--- src/sv/tfb_pkg.sv ---
`timescale 1ns / 1ps
`default_nettype none
package tfb_pkg;

	localparam int MaxCells = 4096;
	localparam int LenW = 13;
	localparam int LenFieldMax = 8191;
	localparam int LenHiRaw = 83 + MaxCells;
	localparam logic [LenW-1:0] LEN_MIN = LenW'(84);
	localparam logic [LenW-1:0] LEN_MAX =
		LenW'((LenHiRaw > LenFieldMax) ? LenFieldMax : LenHiRaw);
	localparam logic [LenW-1:0] LEN_RESET = LenW'(84);

	localparam logic [7:0] MAGIC_0 = 8'hC3;
	localparam logic [7:0] MAGIC_1 = 8'h3C;
	localparam logic [7:0] VERSION = 8'h01;
	localparam logic [7:0] FRAME_TYPE = 8'h01;
	localparam logic [15:0] CRC_INIT = 16'hFFFF;
	localparam logic [15:0] CRC_POLY = 16'h1021;

	typedef struct packed {
		logic [7:0]      data;
		logic            first;
		logic            last;
		logic [LenW-1:0] len;
	} entry_t;

	typedef struct packed {
		logic   valid;
		entry_t entry;
	} qhead_t;

	typedef struct packed {
		logic   push;
		entry_t entry;
	} qpush_t;

	function automatic logic [15:0] crc_feed(input logic [15:0] crc, input logic [7:0] b);
		logic [15:0] c;
		c = crc ^ {b, 8'h00};
		for (int i = 0; i < 8; i++) begin
			c = c[15] ? ((c << 1) ^ CRC_POLY) : (c << 1);
		end
		return c;
	endfunction

endpackage
`default_nettype wire

--- src/sv/tfb_stream_if.sv ---
`timescale 1ns / 1ps
`default_nettype none
interface tfb_byte_if;
	logic       valid;
	logic       ready;
	logic [7:0] payload_byte;
	modport source (output valid, output payload_byte, input ready);
	modport sink (input valid, input payload_byte, output ready);
endinterface

interface tfb_frame_if;
	logic       valid;
	logic       ready;
	logic [7:0] out_byte;
	logic       frame_end;
	modport source (output valid, output out_byte, output frame_end, input ready);
	modport sink (input valid, input out_byte, input frame_end, output ready);
endinterface
`default_nettype wire

--- src/sv/tfb_front.sv ---
`timescale 1ns / 1ps
`default_nettype none
module tfb_front (
	input  wire logic                   clk,
	input  wire logic                   arst_n,
	input  wire logic                   cfg_we,
	input  wire logic [tfb_pkg::LenW-1:0] cfg_wdata,
	tfb_byte_if.sink                    payload_in,
	input  wire logic                   q_full,
	output tfb_pkg::qpush_t             qpush
);

	logic [tfb_pkg::LenW-1:0] len_q;
	logic [tfb_pkg::LenW-1:0] count_q;
	logic [tfb_pkg::LenW-1:0] eff_len;
	logic [tfb_pkg::LenW:0]   count_inc;
	logic                     last;
	logic                     accept;

	always_comb begin
		if (len_q < tfb_pkg::LEN_MIN) begin
			eff_len = tfb_pkg::LEN_MIN;
		end else if (len_q > tfb_pkg::LEN_MAX) begin
			eff_len = tfb_pkg::LEN_MAX;
		end else begin
			eff_len = len_q;
		end
	end

	assign count_inc = {1'b0, count_q} + 1'b1;
	assign last = count_inc >= {1'b0, eff_len};
	assign payload_in.ready = !q_full;
	assign accept = payload_in.valid && !q_full;

	assign qpush.push = accept;
	assign qpush.entry.data = payload_in.payload_byte;
	assign qpush.entry.first = (count_q == '0);
	assign qpush.entry.last = last;
	assign qpush.entry.len = eff_len;

	always_ff @(posedge clk or negedge arst_n) begin
		if (!arst_n) begin
			len_q <= tfb_pkg::LEN_RESET;
			count_q <= '0;
		end else begin
			if (cfg_we) begin
				len_q <= cfg_wdata;
			end
			if (accept) begin
				count_q <= last ? '0 : count_inc[tfb_pkg::LenW-1:0];
			end
		end
	end

endmodule
`default_nettype wire

--- src/sv/tfb_queue.sv ---
`timescale 1ns / 1ps
`default_nettype none
module tfb_queue (
	input  wire logic            clk,
	input  wire logic            arst_n,
	input  wire tfb_pkg::qpush_t qpush,
	input  wire logic            pop,
	output logic                 full,
	output tfb_pkg::qhead_t      head
);

	tfb_pkg::entry_t mem_q [2];
	logic            wr_ptr_q;
	logic            rd_ptr_q;
	logic [1:0]      cnt_q;

	assign full = cnt_q[1];
	assign head.valid = (cnt_q != 2'd0);
	assign head.entry = mem_q[rd_ptr_q];

	always_ff @(posedge clk) begin
		if (qpush.push) begin
			mem_q[wr_ptr_q] <= qpush.entry;
		end
	end

	always_ff @(posedge clk or negedge arst_n) begin
		if (!arst_n) begin
			wr_ptr_q <= 1'b0;
			rd_ptr_q <= 1'b0;
			cnt_q <= 2'd0;
		end else begin
			if (qpush.push) begin
				wr_ptr_q <= !wr_ptr_q;
			end
			if (pop) begin
				rd_ptr_q <= !rd_ptr_q;
			end
			case ({qpush.push, pop})
				2'b10:   cnt_q <= cnt_q + 2'd1;
				2'b01:   cnt_q <= cnt_q - 2'd1;
				default: cnt_q <= cnt_q;
			endcase
		end
	end

endmodule
`default_nettype wire

--- src/sv/tfb_back.sv ---
`timescale 1ns / 1ps
`default_nettype none
module tfb_back (
	input  wire logic            clk,
	input  wire logic            arst_n,
	input  wire tfb_pkg::qhead_t head,
	output logic                 pop,
	tfb_frame_if.source          frame_out
);

	typedef enum logic [3:0] {
		POS_MAGIC0, POS_MAGIC1, POS_VER, POS_TYPE, POS_SEQ_LO, POS_SEQ_HI,
		POS_LEN_LO, POS_LEN_HI, POS_PAYLOAD, POS_CRC_LO, POS_CRC_HI
	} pos_t;

	pos_t        pos_q;
	logic        busy_q;
	logic [15:0] crc_q;
	logic [15:0] seq_q;
	logic        ov_q;
	logic [7:0]  byte_q;
	logic        end_q;

	pos_t        cur_pos;
	pos_t        nxt_pos;
	logic        step;
	logic [7:0]  cur_byte;
	logic        feed;
	logic [15:0] crc_base;
	logic [15:0] len16;

	assign step = head.valid && (!ov_q || frame_out.ready);
	assign cur_pos = busy_q ? pos_q : (head.entry.first ? POS_MAGIC0 : POS_PAYLOAD);
	assign crc_base = (cur_pos == POS_MAGIC0) ? tfb_pkg::CRC_INIT : crc_q;
	assign len16 = {{(16 - tfb_pkg::LenW){1'b0}}, head.entry.len};

	always_comb begin
		cur_byte = head.entry.data;
		feed = 1'b1;
		nxt_pos = POS_PAYLOAD;
		pop = 1'b0;
		case (cur_pos)
			POS_MAGIC0: begin
				cur_byte = tfb_pkg::MAGIC_0;
				nxt_pos = POS_MAGIC1;
			end
			POS_MAGIC1: begin
				cur_byte = tfb_pkg::MAGIC_1;
				nxt_pos = POS_VER;
			end
			POS_VER: begin
				cur_byte = tfb_pkg::VERSION;
				nxt_pos = POS_TYPE;
			end
			POS_TYPE: begin
				cur_byte = tfb_pkg::FRAME_TYPE;
				nxt_pos = POS_SEQ_LO;
			end
			POS_SEQ_LO: begin
				cur_byte = seq_q[7:0];
				nxt_pos = POS_SEQ_HI;
			end
			POS_SEQ_HI: begin
				cur_byte = seq_q[15:8];
				nxt_pos = POS_LEN_LO;
			end
			POS_LEN_LO: begin
				cur_byte = len16[7:0];
				nxt_pos = POS_LEN_HI;
			end
			POS_LEN_HI: begin
				cur_byte = len16[15:8];
				nxt_pos = POS_PAYLOAD;
			end
			POS_PAYLOAD: begin
				cur_byte = head.entry.data;
				nxt_pos = POS_CRC_LO;
				pop = step && !head.entry.last;
			end
			POS_CRC_LO: begin
				cur_byte = crc_q[7:0];
				feed = 1'b0;
				nxt_pos = POS_CRC_HI;
			end
			POS_CRC_HI: begin
				cur_byte = crc_q[15:8];
				feed = 1'b0;
				nxt_pos = POS_PAYLOAD;
				pop = step;
			end
			default: begin
				cur_byte = head.entry.data;
				feed = 1'b0;
				nxt_pos = POS_PAYLOAD;
			end
		endcase
	end

	assign frame_out.valid = ov_q;
	assign frame_out.out_byte = byte_q;
	assign frame_out.frame_end = end_q;

	always_ff @(posedge clk) begin
		if (step) begin
			byte_q <= cur_byte;
			end_q <= (cur_pos == POS_CRC_HI);
			if (feed) begin
				crc_q <= tfb_pkg::crc_feed(crc_base, cur_byte);
			end
		end
	end

	always_ff @(posedge clk or negedge arst_n) begin
		if (!arst_n) begin
			pos_q <= POS_PAYLOAD;
			busy_q <= 1'b0;
			seq_q <= '0;
			ov_q <= 1'b0;
		end else begin
			if (step) begin
				ov_q <= 1'b1;
				pos_q <= nxt_pos;
				busy_q <= !pop;
				if (cur_pos == POS_CRC_HI) begin
					seq_q <= seq_q + 16'd1;
				end
			end else if (frame_out.ready) begin
				ov_q <= 1'b0;
			end
		end
	end

endmodule
`default_nettype wire

--- src/sv/telemetry_frame_builder_crc16.sv ---
// channel     dir  payload                    handshake
// payload_in  in   payload_byte[7:0]          valid & ready
// frame_out   out  out_byte[7:0], frame_end   valid & ready
// cfg         in   cfg_wdata[12:0]            cfg_we
//
// One output byte per cycle unless frame_out stalls or the queue is empty;
// header leads each frame, CRC ends it; all pass the single output register.
// A 2-entry queue parts the input classifier from the byte sequencer.
// arst_n clears counters, sequence number and the length register (84).
// Input stalls only on a full queue; it fills as header and CRC bytes go out.
`timescale 1ns / 1ps
`default_nettype none
module telemetry_frame_builder_crc16 (
	input  wire logic                     clk,
	input  wire logic                     arst_n,
	input  wire logic                     cfg_we,
	input  wire logic [tfb_pkg::LenW-1:0] cfg_wdata,
	tfb_byte_if.sink                      payload_in,
	tfb_frame_if.source                   frame_out
);

	tfb_pkg::qpush_t qpush;
	tfb_pkg::qhead_t head;
	logic            q_full;
	logic            pop;

	tfb_front u_front (
		.clk        (clk),
		.arst_n     (arst_n),
		.cfg_we     (cfg_we),
		.cfg_wdata  (cfg_wdata),
		.payload_in (payload_in),
		.q_full     (q_full),
		.qpush      (qpush)
	);

	tfb_queue u_queue (
		.clk    (clk),
		.arst_n (arst_n),
		.qpush  (qpush),
		.pop    (pop),
		.full   (q_full),
		.head   (head)
	);

	tfb_back u_back (
		.clk       (clk),
		.arst_n    (arst_n),
		.head      (head),
		.pop       (pop),
		.frame_out (frame_out)
	);

endmodule
`default_nettype wire
--- src/flat_wrapper.sv ---
// flat-port wrapper written by rule: the top's interface ports become plain ports
module telemetry_frame_builder_crc16_flat 
  (clk, arst_n, cfg_we, cfg_wdata, payload_in_valid, payload_in_payload_byte, payload_in_ready, frame_out_valid, frame_out_out_byte, frame_out_frame_end, frame_out_ready);
  tfb_byte_if payload_in_i ();
  tfb_frame_if frame_out_i ();
  input  wire logic clk;
  input  wire logic arst_n;
  input  wire logic cfg_we;
  input  wire logic [tfb_pkg::LenW-1:0] cfg_wdata;
  input wire logic [$bits(payload_in_i.valid)-1:0] payload_in_valid;
  input wire logic [$bits(payload_in_i.payload_byte)-1:0] payload_in_payload_byte;
  output wire logic [$bits(payload_in_i.ready)-1:0] payload_in_ready;
  output wire logic [$bits(frame_out_i.valid)-1:0] frame_out_valid;
  output wire logic [$bits(frame_out_i.out_byte)-1:0] frame_out_out_byte;
  output wire logic [$bits(frame_out_i.frame_end)-1:0] frame_out_frame_end;
  input wire logic [$bits(frame_out_i.ready)-1:0] frame_out_ready;
  assign payload_in_i.valid = payload_in_valid;
  assign payload_in_i.payload_byte = payload_in_payload_byte;
  assign payload_in_ready = payload_in_i.ready;
  assign frame_out_valid = frame_out_i.valid;
  assign frame_out_out_byte = frame_out_i.out_byte;
  assign frame_out_frame_end = frame_out_i.frame_end;
  assign frame_out_i.ready = frame_out_ready;
  telemetry_frame_builder_crc16 u_core (.clk(clk), .arst_n(arst_n), .cfg_we(cfg_we), .cfg_wdata(cfg_wdata), .payload_in(payload_in_i), .frame_out(frame_out_i));
endmodule
--- config.mk ---
export PLATFORM = sky130hd
export DESIGN_NAME = telemetry_frame_builder_crc16_flat
export DESIGN_NICKNAME = d
export VERILOG_FILES = /design/src/sv/tfb_pkg.sv /design/src/sv/tfb_stream_if.sv /design/src/sv/tfb_front.sv /design/src/sv/tfb_queue.sv /design/src/sv/tfb_back.sv /design/src/sv/telemetry_frame_builder_crc16.sv /design/src/flat_wrapper.sv
export SDC_FILE = /design/constraint.sdc
export NUM_CORES = 1
export LEC_CHECK = 0
export BUFFER_PORTS_ARGS = -buffer_cell sky130_fd_sc_hd__buf_2
export CAP_MARGIN = 0
export CORE_ASPECT_RATIO = 0.6
export CORE_UTILIZATION = 45
export DETAILED_ROUTE_END_ITERATION = 10
export PLACE_DENSITY = 0.72
export SLEW_MARGIN = 15
export SYNTH_ARGS = -nofsm -noshare
export SYNTH_HDL_FRONTEND = slang
export SYNTH_HIERARCHICAL = 1
export SYNTH_SLANG_ARGS = --single-unit
--- constraint.sdc ---
create_clock -name clk -period 4.8 [get_ports clk]
set_clock_uncertainty 0.05 [all_clocks]
set_input_delay 0.48 -clock clk [delete_from_list [all_inputs] [get_ports clk]]
set_output_delay 0.48 -clock clk [all_outputs]
set_load 0.02 [all_outputs]
==> reports/qor.csv <==
metric,value,unit
outcome,"complete, no violations",
largest net degree at the start of global routing,53,
Final Instance Count excl. Fillers,805,
DR iter-0 viols,328,
"flops & latches, synth",123,
DRC viols,0,
DIE WIDTH,161,microns
Pint,3.54,mW
RSZ-0062 raised after global routing,false,
Place WS,1.23,ns
crit-path max FO,15,
Pleak,3.06,nW
DRT Pass-1 Iters,5,
R2R cell count,11,
ANT cells,0,
register area share after synthesis,0.505,
Fin. Hold Viols,0,
wire per inst,18.2,microns
Required @ worst endpoint,5.11,ns
Clock Power Share,0.227,
post-CTS sizing,0,
arrival time at the worst endpoint,3.93,ns
YS warnings,6,
# Post-CTS Setup Buffers,0,
initial core utilization,0.465,
fmax,0.276,GHz
Crit path depth,11,
post-route setup slack,1.18,ns
Syn Std Cell Area,6800,sq um
Total Wirelength,14700,microns
Synth top area share,0.313,
CTS Buf Count,17,
Sequential Power Share,0.342,
Crit-path slowest cell,dfrtp_1,
final setup fails,0,
first-pass GRT wire length,23700,microns
Post-Synthesis Cells,571,
P_sw,2.17,mW
Routed Antenna Nets,0,
worst hold margin,0.140,ns
family with the most delay on the worst path,compound AO/OA/AOI/OAI gates,
setup_tns,0,ns
"Slew Viols, Final",0,
Die Area,15600,sq um
minimum clock period,3.62,ns
clock tree root buffer cell,clkbuf_16,
gr ovfl total,0,
final core occ,0.519,
WP buf/inv,0,
RR Endpoint,u_core/u_front/count_q[0]$_DFFE_PN0P_,
Worst-Margin Slew,0.841,ns
Max clock buf depth,2,
clock-pin slew on the worst setup and hold paths,0.06,ns
Post-synth EDFFs,71,
RePlAce Congestion,0.931,
Setup crit end kind,flip-flop,
Vias,4504,
Startpoint Class,flip-flop,
combinational power share,0.430,
# nets final,637,
Hold Buf Count CTS,0,
Most used DFF post-synth,edfxtp_1,
period utilization,0.754,
H-Tree Level Count,4,
Rows,34,
dpl hpwl,10700,microns
syn_nets,614,
Area Overhead vs Synth,11.6,%
slew margin rel.,0.439,
antenna violations before repair,0,
port bufs,36,
CP Class,reg -> reg,
Power per Cell Area,752,nW/um^2
io pins,37,
drt via density,5.60,
Slowest Stage Delay on Critical Path,0.42,ns
Core ar.,14600,sq um
"FFs w/ async S/R, synth",0.423,
clk_lat worst skew,0.41,ns
largest area contributor in the netlist,edfxtp_1,
MaxCap Viol Count,0,
gr usage total,0.200,
CTS tree,built,
vias in the first global route,4389,
Worst Setup SP,u_core/u_front/len_q[5]$_DFFE_PN0P_,
"top cells by area, synth","edfxtp_1 31%, dfrtp_1 18%, xnor2_1 5.7%",
Hold WC Path Type,in -> async,
share of layout cells above drive strength 1,0.221,
Sw Ratio,0.380,
crit path capture,u_core/u_front/count_q[0]$_DFFE_PN0P_,
mean post-synth cell area,11.9,sq um
Die Span Y,97.2,microns
Reg2Reg Setup Slack,1.18,ns
Critical R2R Launch,u_core/u_front/len_q[5]$_DFFE_PN0P_,
CP cell instances,a211o_1 > nor4_1 > o31a_1 > xnor2_1 > nand2_1 > ha_1 > a2111o_1 > o221ai_1 > o2111ai_4 > nor2_2 > mux2_2,
Post-Place Cells,773,
Cell variety after synth,74,
worst vdd ir,0.365,mV
CTS Sinks,123,
-- state kept, by name, summed over array words and instances, names as in the netlist --
register and count:
u_core/u_queue/cnt_q 2, u_core/u_front/count_q 13, u_core/u_back/crc_q 16, u_core/u_queue/rd_ptr_q 1, u_core/u_back/seq_q 16, u_core/u_queue/mem_q 46, u_core/u_back/frame_out.valid 1, u_core/u_back/frame_out.frame_end 1
u_core/u_queue/wr_ptr_q 1, u_core/u_front/len_q 13, u_core/u_back/busy_q 1, u_core/u_back/pos_q 4, u_core/u_back/frame_out.out_byte 8
-- layout make-up --
class | count | area, sq um
Clock buffer | 17 | 425
Clock inverter | 15 | 179
Fill cell | 1274 | 7040
Inverter | 27 | 101
Multi-Input combinational cell | 385 | 2990
Sequential cell | 123 | 3440
Tap cell | 198 | 248
Timing Repair Buffer | 40 | 210
-- placed cells by master, fill, tap and decap left out, drive strengths merged, types with 3 or more instances in the layout --
cell type / netlist / layout
xnor2: 45 / 45
o32ai: 3 / 3
edfxtp: 71 / 71
a21o: 5 / 5
mux2i: 11 / 11
mux2: 35 / 35
nand2: 49 / 49
or2: 5 / 5
a21oi: 16 / 16
nand3: 10 / 10
nor3: 9 / 9
o32a: 3 / 3
nor2b: 5 / 5
a31oi: 3 / 3
clkinv: 1 / 4
clkbuf: 9 / 17
nand2b: 9 / 9
dfstp: 4 / 4
a22o: 8 / 8
a22oi: 3 / 3
o22ai: 4 / 4
nor2: 37 / 37
and2b: 3 / 3
ha: 17 / 17
nor4: 3 / 3
inv: 26 / 34
nand4: 5 / 5
or3: 5 / 5
and3: 6 / 6
o221ai: 3 / 3
buf: 27 / 40
o21ai: 23 / 23
xor2: 24 / 24
dfrtp: 48 / 48
nand3b: 4 / 4
-- stage by stage --
stage / cell area [sq um] / total power [mW]
after floorplan: 6800 / 3.94
after global placement: 6980 / 4.30
after detailed placement: 6980 / 4.39
after CTS: 7590 / 5.71
after global routing: 7590 / 6.04
final: 7590 / 5.71
-- synthesized netlist by cell type (4+ instances only) --
cell type / number
nor3_1: 9
a21oi_1: 14
nand2_1: 49
nand3_1: 9
buf_6: 7
o21ai_1: 4
buf_4: 15
mux2_2: 16
ha_1: 17
or3_1: 5
a21o_1: 5
xor2_1: 22
o21ai_0: 16
nor2b_1: 5
edfxtp_1: 71
mux2_4: 19
nand2b_1: 9
and3_1: 6
mux2i_1: 11
a22o_1: 8
nor2_1: 36
clkbuf_1: 9
xnor2_1: 44
dfstp_2: 4
nand3b_1: 4
nand4_1: 5
o22ai_1: 4
inv_1: 26
dfrtp_1: 48
-- worst min path at each step --
stage / startpoint / endpoint / slack, ns
finish: arst_n / u_core/u_back/seq_q[6]$_DFFE_PN0P_ / 0.14
global route: payload_in_payload_byte[2] / u_core/u_queue/mem_q[1][17]$_DFFE_PP_ / 0.19
CTS: arst_n / u_core/u_back/seq_q[15]$_DFFE_PN0P_ / 0.18
detailed placement: u_core/u_queue/cnt_q[1]$_DFFE_PN0P_ / u_core/u_queue/cnt_q[1]$_DFFE_PN0P_ / 0.44
global placement: u_core/u_back/seq_q[6]$_DFFE_PN0P_ / u_core/u_back/seq_q[6]$_DFFE_PN0P_ / 0.42
floorplan: arst_n / u_core/u_back/busy_q$_DFFE_PN0P_ / 0.13
-- power by group through the flow --
| stage | Clock [mW] | Sequential [mW] | Combinational, mW |
|---|---|---|---|
| after floorplan | 0 | 1.84 | 2.10 |
| after global placement | 0 | 1.96 | 2.35 |
| after detailed placement | 0 | 1.97 | 2.42 |
| after CTS | 1.32 | 1.95 | 2.44 |
| after global routing | 1.37 | 2.00 | 2.67 |
| final | 1.30 | 1.96 | 2.46 |
-- worst register-to-register path, cell delays in order (launching register included) --
cell,delay (ns)
dfrtp_1,0.42
a211o_1,0.31
nor4_1,0.33
o31a_1,0.32
xnor2_1,0.16
nand2_1,0.10
ha_1,0.32
a2111o_1,0.41
o221ai_1,0.29
o2111ai_4,0.34
nor2_2,0.32
mux2_2,0.20
-- kinds of logic (layout without fill, tap and decap cells) --
family | after synthesis | after routing | share of synthesized area
compound gates | 91 | 91 | 0.108
flops | 123 | 123 | 0.505
mux | 46 | 46 | 0.0846
simple gates | 159 | 159 | 0.116
buf+inv | 63 | 99 | 0.0561
xor+xnor | 70 | 70 | 0.0954
fa+ha+maj | 19 | 19 | 0.0342
-- per-layer routing --
metal / up-vias / routed length, microns / GRT usage
li1: 2083 / - / -
met2: 172 / 6150 / 0.270
met4: 0 / 218 / 0.0689
met5: - / 0 / 0
met3: 22 / 1150 / 0.0551
met1: 2227 / 7140 / 0.303
No activity file was read; power rests on OpenSTA's default activity.
